[src/sv/dma_priority_queue_and_irq_regs_assert.svh]
// ----------------------------------------------------------------------------
// dma priority queue assertion macros
// concurrent check macros for the dma priority queue rtl
// ----------------------------------------------------------------------------
`ifndef DMA_PRIORITY_QUEUE_AND_IRQ_REGS_ASSERT_SVH
`define DMA_PRIORITY_QUEUE_AND_IRQ_REGS_ASSERT_SVH

`ifndef SYNTHESIS
// same-cycle implication
`define DPQ_ASSERT_NOW(label, clk, rst, ante, cons) \
   label: assert property (@(posedge clk) disable iff (rst) (ante) |-> (cons)) \
      else $error("dpq assertion failed");
// next-cycle implication
`define DPQ_ASSERT_NEXT(label, clk, rst, ante, cons) \
   label: assert property (@(posedge clk) disable iff (rst) (ante) |=> (cons)) \
      else $error("dpq assertion failed");
`else
`define DPQ_ASSERT_NOW(label, clk, rst, ante, cons)
`define DPQ_ASSERT_NEXT(label, clk, rst, ante, cons)
`endif

`endif

[src/sv/dpq_pkg.sv]
// ----------------------------------------------------------------------------
// dpq_pkg
// shared types, command codes and constants of the dma priority queue
// ----------------------------------------------------------------------------
package dpq_pkg;

   localparam int QUEUE_DEPTH_DEFAULT = 7;

   localparam logic [31:0] CTRL_RESET = 32'h0765_4321;
   localparam logic [2:0]  CHAN_NONE  = 3'd7;   // channel code that is not a dma channel

   localparam logic SEL_CTRL = 1'b0;
   localparam logic SEL_IRQ  = 1'b1;

   typedef enum logic [2:0] {
      CMD_READ       = 3'd0,
      CMD_WRITE      = 3'd1,
      CMD_START      = 3'd2,
      CMD_DONE       = 3'd3,
      CMD_COMPLETION = 3'd4,
      CMD_BUS_ERROR  = 3'd5
   } command_type;

   // one queue slot: stored priority and channel
   typedef struct packed {
      logic [2:0] prio;
      logic [2:0] chan;
   } entry_type;

   // broadcast from the queue control to every cell
   typedef struct packed {
      logic      insert;
      logic      pop;
      entry_type entry;
   } cell_ctl_type;

   // register block status for the current beat
   typedef struct packed {
      logic        start_ok;
      logic [2:0]  prio;
      logic [31:0] read_data;
      logic        irq_pulse;
   } regs_status_type;

endpackage

[src/sv/dpq_cell.sv]
// ----------------------------------------------------------------------------
// dpq_cell
// one slot of the sorted queue, shifts with its neighbors on insert and pop
// ----------------------------------------------------------------------------
module dpq_cell #(
   parameter int QUEUE_DEPTH = dpq_pkg::QUEUE_DEPTH_DEFAULT,
   parameter int INDEX       = 0
) (
   input  logic                               clock,
   input  dpq_pkg::cell_ctl_type              ctl,
   input  logic [$clog2(QUEUE_DEPTH+1)-1:0]   count,
   input  logic                               prev_ahead,
   input  dpq_pkg::entry_type                 prev_entry,
   input  dpq_pkg::entry_type                 next_entry,
   output dpq_pkg::entry_type                 entry,
   output logic                               ahead
);

   localparam int CNT_W = $clog2(QUEUE_DEPTH + 1);

   dpq_pkg::entry_type entry_ff;
   dpq_pkg::entry_type entry_in;
   logic               occupied;

   assign occupied = count > CNT_W'(INDEX);

   // lower priority value first, higher channel wins a tie
   assign ahead = occupied &&
      ((entry_ff.prio < ctl.entry.prio) ||
       ((entry_ff.prio == ctl.entry.prio) && (entry_ff.chan > ctl.entry.chan)));

   always_comb begin
      entry_in = entry_ff;
      if (ctl.insert) begin
         if (!ahead) begin
            entry_in = prev_ahead ? ctl.entry : prev_entry;
         end
      end else if (ctl.pop) begin
         entry_in = next_entry;
      end
   end

   always_ff @(posedge clock) begin
      entry_ff <= entry_in;
   end

   assign entry = entry_ff;

endmodule

[src/sv/dpq_regs.sv]
// ----------------------------------------------------------------------------
// dpq_regs
// priority/enable control register and interrupt register
// ----------------------------------------------------------------------------
module dpq_regs (
   input  logic                     clock,
   input  logic                     reset,
   input  logic                     accept,
   input  logic [2:0]               command,
   input  logic                     reg_select,
   input  logic [31:0]              write_data,
   input  logic [2:0]               channel,
   output dpq_pkg::regs_status_type status
);

   logic [31:0] ctrl_ff, ctrl_in;
   logic [31:0] irq_ff, irq_in;
   logic [31:0] irq_work;
   logic [31:0] read_data;
   logic        recompute;
   logic        start_ok;
   logic [7:0]  irq_en_ext;
   logic [7:0]  flag_set;
   logic        master;

   assign irq_en_ext = {1'b0, irq_ff[22:16]};
   assign flag_set   = 8'b1 << channel;

   always_comb begin
      ctrl_in   = ctrl_ff;
      irq_work  = irq_ff;
      recompute = 1'b0;
      start_ok  = 1'b0;
      case (command)
         dpq_pkg::CMD_READ: begin
            recompute = (reg_select == dpq_pkg::SEL_IRQ);
         end
         dpq_pkg::CMD_WRITE: begin
            if (reg_select == dpq_pkg::SEL_CTRL) begin
               ctrl_in = write_data;
            end else begin
               // write one to a flag acknowledges it
               irq_work  = {irq_ff[31], irq_ff[30:24] & ~write_data[30:24], write_data[23:0]};
               recompute = 1'b1;
            end
         end
         dpq_pkg::CMD_START: begin
            start_ok = (channel != dpq_pkg::CHAN_NONE) && ctrl_ff[{channel, 2'b11}];
         end
         dpq_pkg::CMD_COMPLETION: begin
            if ((channel != dpq_pkg::CHAN_NONE) && irq_en_ext[channel]) begin
               irq_work[30:24] = irq_ff[30:24] | flag_set[6:0];
            end
            recompute = 1'b1;
         end
         dpq_pkg::CMD_BUS_ERROR: begin
            irq_work[15] = 1'b1;
            recompute    = 1'b1;
         end
         default: begin
         end
      endcase
      // bus error, or master enable with any enabled flag
      master = irq_work[15] || (irq_work[23] && (|(irq_work[22:16] & irq_work[30:24])));
      irq_in = recompute ? {master, irq_work[30:0]} : irq_work;
   end

   always_comb begin
      read_data = '0;
      if (command == dpq_pkg::CMD_READ) begin
         read_data = (reg_select == dpq_pkg::SEL_CTRL) ? ctrl_ff : irq_in;
      end
   end

   always_ff @(posedge clock) begin
      if (reset) begin
         ctrl_ff <= dpq_pkg::CTRL_RESET;
         irq_ff  <= '0;
      end else if (accept) begin
         ctrl_ff <= ctrl_in;
         irq_ff  <= irq_in;
      end
   end

   assign status.start_ok  = start_ok;
   assign status.prio      = ctrl_ff[{channel, 2'b00} +: 3];
   assign status.read_data = read_data;
   assign status.irq_pulse = !irq_ff[31] && irq_in[31];

endmodule

[src/sv/dma_priority_queue_and_irq_regs.sv]
// ----------------------------------------------------------------------------
// dma_priority_queue_and_irq_regs
// dma controller core: control and interrupt registers, sorted start queue
// ----------------------------------------------------------------------------
// usage
//   req channel: one beat per command (read, write, start, done, completion,
//   bus error) with register select, write word and channel number
//   rsp channel: exactly one beat per req beat, in order, carrying read data,
//   queue front, active count, irq pulse and overflow flag
//   latency: the rsp beat is valid the cycle after its req beat is taken
//   throughput: one beat per cycle while req_stall is low; the whole sorted insert
//   or pop is done by the cell row in the accepting cycle, so the next beat needs no wait
//   stall: req_stall is high while a finished rsp beat sits stalled, so a
//   req beat is taken only when the output register is free or drains
//   reset: synchronous; control register returns to its default priorities,
//   interrupt register clears, queue empties; req_stall is held high
//   during reset and no rsp beat is pending afterward
//   queue: a row of QUEUE_DEPTH cells; a start compares the new key in every
//   cell at once and the row shifts by one toward the tail, done shifts it
//   toward the head
// ----------------------------------------------------------------------------
`include "dma_priority_queue_and_irq_regs_assert.svh"

module dma_priority_queue_and_irq_regs #(
   parameter int QUEUE_DEPTH = dpq_pkg::QUEUE_DEPTH_DEFAULT
) (
   input  logic        clock,
   input  logic        reset,
   // request beats
   input  logic        req_valid,
   output logic        req_stall,
   input  logic [2:0]  req_command,
   input  logic        req_reg_select,
   input  logic [31:0] req_write_data,
   input  logic [2:0]  req_channel,
   // response beats
   output logic        rsp_valid,
   input  logic        rsp_stall,
   output logic [31:0] rsp_read_data,
   output logic [2:0]  rsp_front_channel,
   output logic        rsp_front_valid,
   output logic [2:0]  rsp_active_count,
   output logic        rsp_irq_pulse,
   output logic        rsp_queue_overflow
);

   localparam int CNT_W = $clog2(QUEUE_DEPTH + 1);

   logic                     accept;
   dpq_pkg::regs_status_type regs_status;
   dpq_pkg::cell_ctl_type    cell_ctl;

   logic [CNT_W-1:0]   count_ff, count_in;
   logic [CNT_W+2:0]   count_ext;
   logic               full;
   logic               is_start, is_done;
   logic               overflow_in;

   logic               rsp_valid_ff;
   logic [31:0]        read_data_ff;
   logic               irq_pulse_ff;
   logic               overflow_ff;

   // cell row wiring
   dpq_pkg::entry_type     cell_entry [QUEUE_DEPTH];
   dpq_pkg::entry_type     prev_entry [QUEUE_DEPTH];
   dpq_pkg::entry_type     next_entry [QUEUE_DEPTH];
   logic [QUEUE_DEPTH-1:0] cell_ahead;
   logic [QUEUE_DEPTH-1:0] prev_ahead;

   // handshake: output register frees as soon as the rsp beat leaves
   assign req_stall = reset || (rsp_valid_ff && rsp_stall);
   assign accept    = req_valid && !req_stall;

   dpq_regs u_regs (
      .clock      (clock),
      .reset      (reset),
      .accept     (accept),
      .command    (req_command),
      .reg_select (req_reg_select),
      .write_data (req_write_data),
      .channel    (req_channel),
      .status     (regs_status)
   );

   // queue control
   assign full        = (count_ff == CNT_W'(QUEUE_DEPTH));
   assign is_start    = (req_command == dpq_pkg::CMD_START);
   assign is_done     = (req_command == dpq_pkg::CMD_DONE);
   assign overflow_in = regs_status.start_ok && full;

   assign cell_ctl.insert     = accept && is_start && regs_status.start_ok && !full;
   assign cell_ctl.pop        = accept && is_done && (count_ff != '0);
   assign cell_ctl.entry.prio = regs_status.prio;
   assign cell_ctl.entry.chan = req_channel;

   always_comb begin
      count_in = count_ff;
      if (cell_ctl.insert) begin
         count_in = count_ff + 1'b1;
      end else if (cell_ctl.pop) begin
         count_in = count_ff - 1'b1;
      end
   end

   always_ff @(posedge clock) begin
      if (reset) begin
         count_ff <= '0;
      end else begin
         count_ff <= count_in;
      end
   end

   // row of cells, head at index zero
   for (genvar g = 0; g < QUEUE_DEPTH; g++) begin : g_cell
      if (g == 0) begin : g_head
         assign prev_ahead[g] = 1'b1;
         assign prev_entry[g] = cell_ctl.entry;
      end else begin : g_body
         assign prev_ahead[g] = cell_ahead[g-1];
         assign prev_entry[g] = cell_entry[g-1];
      end
      if (g == QUEUE_DEPTH - 1) begin : g_tail
         assign next_entry[g] = cell_entry[g];
      end else begin : g_link
         assign next_entry[g] = cell_entry[g+1];
      end

      dpq_cell #(
         .QUEUE_DEPTH (QUEUE_DEPTH),
         .INDEX       (g)
      ) u_cell (
         .clock      (clock),
         .ctl        (cell_ctl),
         .count      (count_ff),
         .prev_ahead (prev_ahead[g]),
         .prev_entry (prev_entry[g]),
         .next_entry (next_entry[g]),
         .entry      (cell_entry[g]),
         .ahead      (cell_ahead[g])
      );
   end

   // output register for the per-beat fields
   always_ff @(posedge clock) begin
      if (reset) begin
         rsp_valid_ff <= 1'b0;
      end else if (accept) begin
         rsp_valid_ff <= 1'b1;
      end else if (!rsp_stall) begin
         rsp_valid_ff <= 1'b0;
      end
   end

   always_ff @(posedge clock) begin
      if (accept) begin
         read_data_ff <= regs_status.read_data;
         irq_pulse_ff <= regs_status.irq_pulse;
         overflow_ff  <= is_start && overflow_in;
      end
   end

   // queue status is read straight from state, which only moves on accept
   assign count_ext = {3'b000, count_ff};

   assign rsp_valid          = rsp_valid_ff;
   assign rsp_read_data      = read_data_ff;
   assign rsp_front_valid    = (count_ff != '0);
   assign rsp_front_channel  = (count_ff != '0) ? cell_entry[0].chan : 3'b000;
   assign rsp_active_count   = count_ext[2:0];
   assign rsp_irq_pulse      = irq_pulse_ff;
   assign rsp_queue_overflow = overflow_ff;

   // checks
   `DPQ_ASSERT_NOW(a_count_bound, clock, reset, 1'b1, count_ff <= CNT_W'(QUEUE_DEPTH))
   `DPQ_ASSERT_NEXT(a_count_hold, clock, reset, !accept, $stable(count_ff))
   `DPQ_ASSERT_NEXT(a_overflow_full, clock, reset, accept && is_start && overflow_in, count_ff == CNT_W'(QUEUE_DEPTH))
   `DPQ_ASSERT_NEXT(a_pop_count, clock, reset, cell_ctl.pop, count_ff == $past(count_ff) - 1'b1)

endmodule

[config.mk]
export PLATFORM = sky130hd
export DESIGN_NAME = dma_priority_queue_and_irq_regs
export DESIGN_NICKNAME = d
export VERILOG_FILES = /design/src/sv/dpq_pkg.sv /design/src/sv/dpq_cell.sv /design/src/sv/dpq_regs.sv /design/src/sv/dma_priority_queue_and_irq_regs.sv
export VERILOG_INCLUDE_DIRS = /design/src /design/src/sv
export SDC_FILE = /design/constraint.sdc
export NUM_CORES = 1
export LEC_CHECK = 0
export BUFFER_PORTS_ARGS = -buffer_cell sky130_fd_sc_hd__buf_2
export CAP_MARGIN = 20
export CORE_AREA = 2 2 174 176
export CTS_CLUSTER_SIZE = 25
export DETAILED_ROUTE_END_ITERATION = 7
export DIE_AREA = 0 0 176 178
export PLACE_DENSITY = 0.44
export SLEW_MARGIN = 20
export SYNTH_ARGS = -nofsm -noshare
export SYNTH_HDL_FRONTEND = slang
export SYNTH_SLANG_ARGS = --single-unit
[constraint.sdc]
create_clock -name clock -period 3.3 [get_ports clock]
set_input_delay 0.165 -clock clock [delete_from_list [all_inputs] [get_ports clock]]
set_output_delay 0.165 -clock clock [all_outputs]
set_load 0.01 [all_outputs]
* After elaboration in Yosys (flattened, before gate mapping)
Index checks and enable logic that the tools add are counted.
Word-level totals: logic and storage cells 171, flip-flop bits (word level) 144
Operators by class: multiplexer cells 44, reductions and logical operators 52, $lt $le $gt $ge 23, equal/unequal tests 21, bitwise gates (word level) 6, add/subtract/negate cells 2, shift operators 2
Operators with widths (count):
- two-way mux 6 bit | 24
- two-way mux 32 bit | 2
- variable part select 32 x 6 -> 3 bit | 1
- two-way mux 31 bit | 1
- logical AND 1 bit | 27
- equality test 3 bit | 7
- > comparator 3 bit | 7
- less-than comparator 3 bit | 7
- two-way mux 15 bit | 1
- bitwise AND 7 bit | 2
- one-hot mux 7 bit (2 select lines) | 1
- AND reduction 2 bit | 7
- inequality test 2 bit (second input constant) | 6
- equality test 3 bit (second input constant) | 3
- > comparator 3 bit (second input constant) | 3
- logical OR 1 bit | 9
- two-way mux 3 bit | 3
- two-way mux 8 bit | 1
- two-way mux 7 bit | 1
- NOT 7 bit | 1
- OR 7 bit | 1
- OR reduction 7 bit | 1
- left shift 1 x 3 -> 7 bit (first input constant) | 1
- binary-select mux 1 bit (select 3 bit) | 2
- other kinds (20) | 31

* Depth between registers and ports, before layout
depth in word-level cells 11, depth in mapped cells 13

* Hierarchy
From an unflattened synthesis, not the netlist that was laid out.
Second synthesis, totals: cell total of the unflattened synthesis 854, area, all modules 8142.8 um^2
Modules (own cells, without submodules):
- dpq_regs | area each 3469.6 um^2, instances 1, seq. area each 1281.2 um^2, cells an instance 435
- dma_priority_queue_and_irq_regs | area each 1332.5 um^2, instances 1, seq. area each 1101.1 um^2, cells an instance 69
- dpq_cell at g_cell[0].u_cell ... | area each 478.0 um^2, instances 2, seq. area each 180.2 um^2, cells an instance 50
- dpq_cell at g_cell[1].u_cell ... | area each 475.5 um^2, instances 2, seq. area each 180.2 um^2, cells an instance 50
- dpq_cell at g_cell[2].u_cell | area each 481.7 um^2, instances 1, seq. area each 180.2 um^2, cells an instance 51
- dpq_cell at g_cell[4].u_cell | area each 479.2 um^2, instances 1, seq. area each 180.2 um^2, cells an instance 50
- dpq_cell at g_cell[3].u_cell | area each 473.0 um^2, instances 1, seq. area each 180.2 um^2, cells an instance 49

* Least setup slack after synthesis
Ideal clock, no wire load.
path kind input -> register, start point in req_channel[0], end point reg g_cell[3].u_cell.entry_ff (netlist bit g_cell[3].u_cell.entry[0]), enable pin, buffers on the path 2, stages on the path 11, setup slack 0.093 ns, arrival time 2.830 ns, path through buf_6 > buf_2 > mux4_2 > nand2_1 > nand2_1 > ha_1 > nand4_1 > a21oi_1 > o21ai_1 > inv_1 > o21ai_0
Between the ends: longest elaborated chain between the ends 8, elaborated cells on any way between the ends 17, classes of those cells order compare (2); eq/ne (3); shift (1); mux (3); reduce/logical (8)
RTL lines:
- start, declared | RTL line dma_priority_queue_and_irq_regs.sv:35 | input logic [2:0] req_channel,
- parallel branches: the longest is 7 deep, another holds less-than comparator 3 bit
- AND reduction 2 bit (no source line) (*)
- end signal, assigned | RTL line dpq_cell.sv:44 | entry_ff <= entry_in;
- end, declared | RTL line dpq_cell.sv:21 | dpq_pkg::entry_type entry_ff;
Every way passes the cells marked *. The select of a mux whose other input is x is not followed. A chain may end at the register's enable or synchronous reset.

==> flow_metrics.tcl <==
set metrics [dict create \
    stdcell_count 1374 \
    setup_slack_ps 358 \
    slew_headroom 0.455 \
    post_cts_buffers 0 \
    first_pass_iters 5 \
    finalHoldWorstSlack_ps 7.09 \
    clk_pin_slew_ps 70 \
    via_count 6619 \
    io_pins 86 \
    place_inst 1315 \
    fin_nets 1062 \
    critPathKind "register to register" \
    drv_slew 0 \
    p_leak_nw 3.87 \
    start_util 0.268 \
    ys_warn_count 0 \
    status "finished clean" \
    crit_top_cell "nand2_1" \
    final_area_um2 9770 \
    fill_cells 3094 \
    dp_slack_ps 189 \
    required_ps 3470 \
    finClkSkew_ps 17.4 \
    routabilityCongestion 0.786 \
    min_from "req_write_data[19]" \
    drt-total-wl_mm 24.6 \
    setup-tns-final_ps 0 \
    max-vdd-ir-drop_v 0.000312 \
    antenna_found_initial 1 \
    viasPerCell 4.82 \
    cts.sinks 144 \
    p_total_mw 4.29 \
    ys_types 59 \
    synthArstFlopShare 0 \
    setup_violations 0 \
    gr-usage-all-layers 0.160 \
    holdCritPathClass "input port to register" \
    hpwlAfterDp_mm 17.7 \
    ctsHoldBuffers 26 \
    grt_start_max_net_pins 83 \
    worstSetupStartpointType "register" \
    yosys-top-cells-area "edfxtp_1 (29%), dfxtp_1 (17%), nand2_1 (9.6%)" \
    cts_buffers 17 \
    synth_edf_count 76 \
    synth_commonest_cells "nand2_1 (201), o21ai_0 (78), edfxtp_1 (76)" \
    critPathMaxStageDelay_ps 480 \
    tightest_slew_ps 809 \
    row_count 63 \
    crit_chain "mux4_2 -> nand2_1 -> nand2_1 -> buf_4 -> ha_1 -> nand4_1 -> a21oi_1 -> o22a_1 -> mux2i_1 -> o21ai_0" \
    pwr_density_cell_nw_per_um2 439 \
    clkLatencyLatePin_ps 430 \
    area_growth_pct 23.8 \
    syn_nets 946 \
    drt_iter0_drc 430 \
    endpoint_kind "register" \
    dieArea_um2 31300 \
    syn_inst 854 \
    cts_root_buffer "clkbuf_16" \
    wl_per_cell_um 17.9 \
    yosysMostFrequentCell "nand2_1" \
    crit_slowest_cell "mux4_2" \
    die_w_um 176 \
    htree_levels 4 \
    ys.flop_type "edfxtp_1" \
    grt_setup_unrepaired "false" \
    cts_tree "done" \
    fin_crit_ps 2940 \
    critPathMaxFanout 7 \
    synth_seq_area_share 0.462 \
    coreArea_um2 29400 \
    synth-seq-cells 144 \
    remaining_drc_errors 0 \
    synthesis.area_um2 7890 \
    grt.overflow.total 0 \
    startpoint "u_regs.ctrl_ff[24]" \
    synth.top_cell.area_share 0.289 \
    grt_pass1_vias 6466 \
    cap_violations 0 \
    placed_cell_area_um2 8910 \
    fp.dieH_um 178 \
    avgSynthCellArea_um2 9.24 \
    fin_util 0.332 \
    post-route-period-util 0.892 \
    cts_buffer_depth 2 \
    drive_gt1_frac 0.184 \
    synth_top_area_cell "edfxtp_1" \
    grt_pass1_wl_mm 38.0 \
    portBuffers 85 \
    finalHoldViolations 0 \
    ant_nets 0 \
    post_cts_resize_count 0 \
    timing.fmax_mhz 340 \
    arrival_ps 3110 \
    r2r-start "u_regs.ctrl_ff[24]" \
]
==> registers in the layout, summed over array words and instances, names as in the netlist <==
| signal | count |
|---|---|
| rsp_valid | 1 |
| rsp_queue_overflow | 1 |
| rsp_irq_pulse | 1 |
| u_regs.irq_ff | 32 |
| rsp_active_count | 3 |
| g_cell.u_cell.entry | 42 |
| u_regs.ctrl_ff | 32 |
| rsp_read_data | 32 |
==> path summary, 6_finish.rpt <==
kind	to	slack (ps)	depth (start not counted)
max	g_cell[2].u_cell.entry[4]	360	10
min	u_regs.ctrl_ff[19]	7	3
max reg2reg	g_cell[2].u_cell.entry[4]	360	10
min reg2reg	u_regs.ctrl_ff[31]	460	2
==> where the power goes <==
group,internal [mW],switching (mW)
sequential,1.90,0.0129
combinational,0.153,0.231
clock,1.12,0.874
==> cells by family after synthesis <==
group,count (synthesis),synth area share
flops,144,0.462
compound gates,196,0.154
mux,52,0.0788
simple gates,325,0.180
fa+ha+maj,49,0.0777
buf+inv,88,0.0469
==> layout make-up <==
cell class | instances | area (um2) | area share
antenna | 1 | 2.50 | 0.000256
clock buffer | 19 | 454 | 0.0465
clock inverter | 13 | 145 | 0.0149
inverter | 31 | 116 | 0.0119
multi-input combinational | 622 | 3880 | 0.398
sequential | 144 | 3640 | 0.373
tap | 390 | 488 | 0.0500
timing repair buffer | 154 | 1030 | 0.106
==> critical path, delay by kind of cell (launching register included) <==
kind,cells,cell delay (ps)
compound gates,3,710
fa+ha+maj,1,270
buf+inv,1,230
flops,1,370
mux,2,730
simple gates,3,370
==> routing by layer <==
layer / track usage / up-vias / part of all wire
met5: 0 / - / 0
met4: 0.0451 / 0 / 0.015
met3: 0.0237 / 19 / 0.038
met2: 0.267 / 141 / 0.48
met1: 0.215 / 3173 / 0.47
li1: - / 3286 / -
==> cells in the final DEF, fill, tap and decap left out, types with 7 or more instances in the layout <==
cell type,n
mux4_2,7
dlygate4sd3_1,26
a211oi_1,10
mux2_2,7
nor2_1,42
a311oi_1,18
ha_1,49
dfxtp_1,68
inv_1,30
nor2b_1,15
nand2_1,201
mux2i_1,37
o21ai_0,78
buf_4,41
buf_2,85
edfxtp_1,76
nand3_1,32
a21oi_1,39
clkbuf_16,18
(Power assumes the default switching activity.)
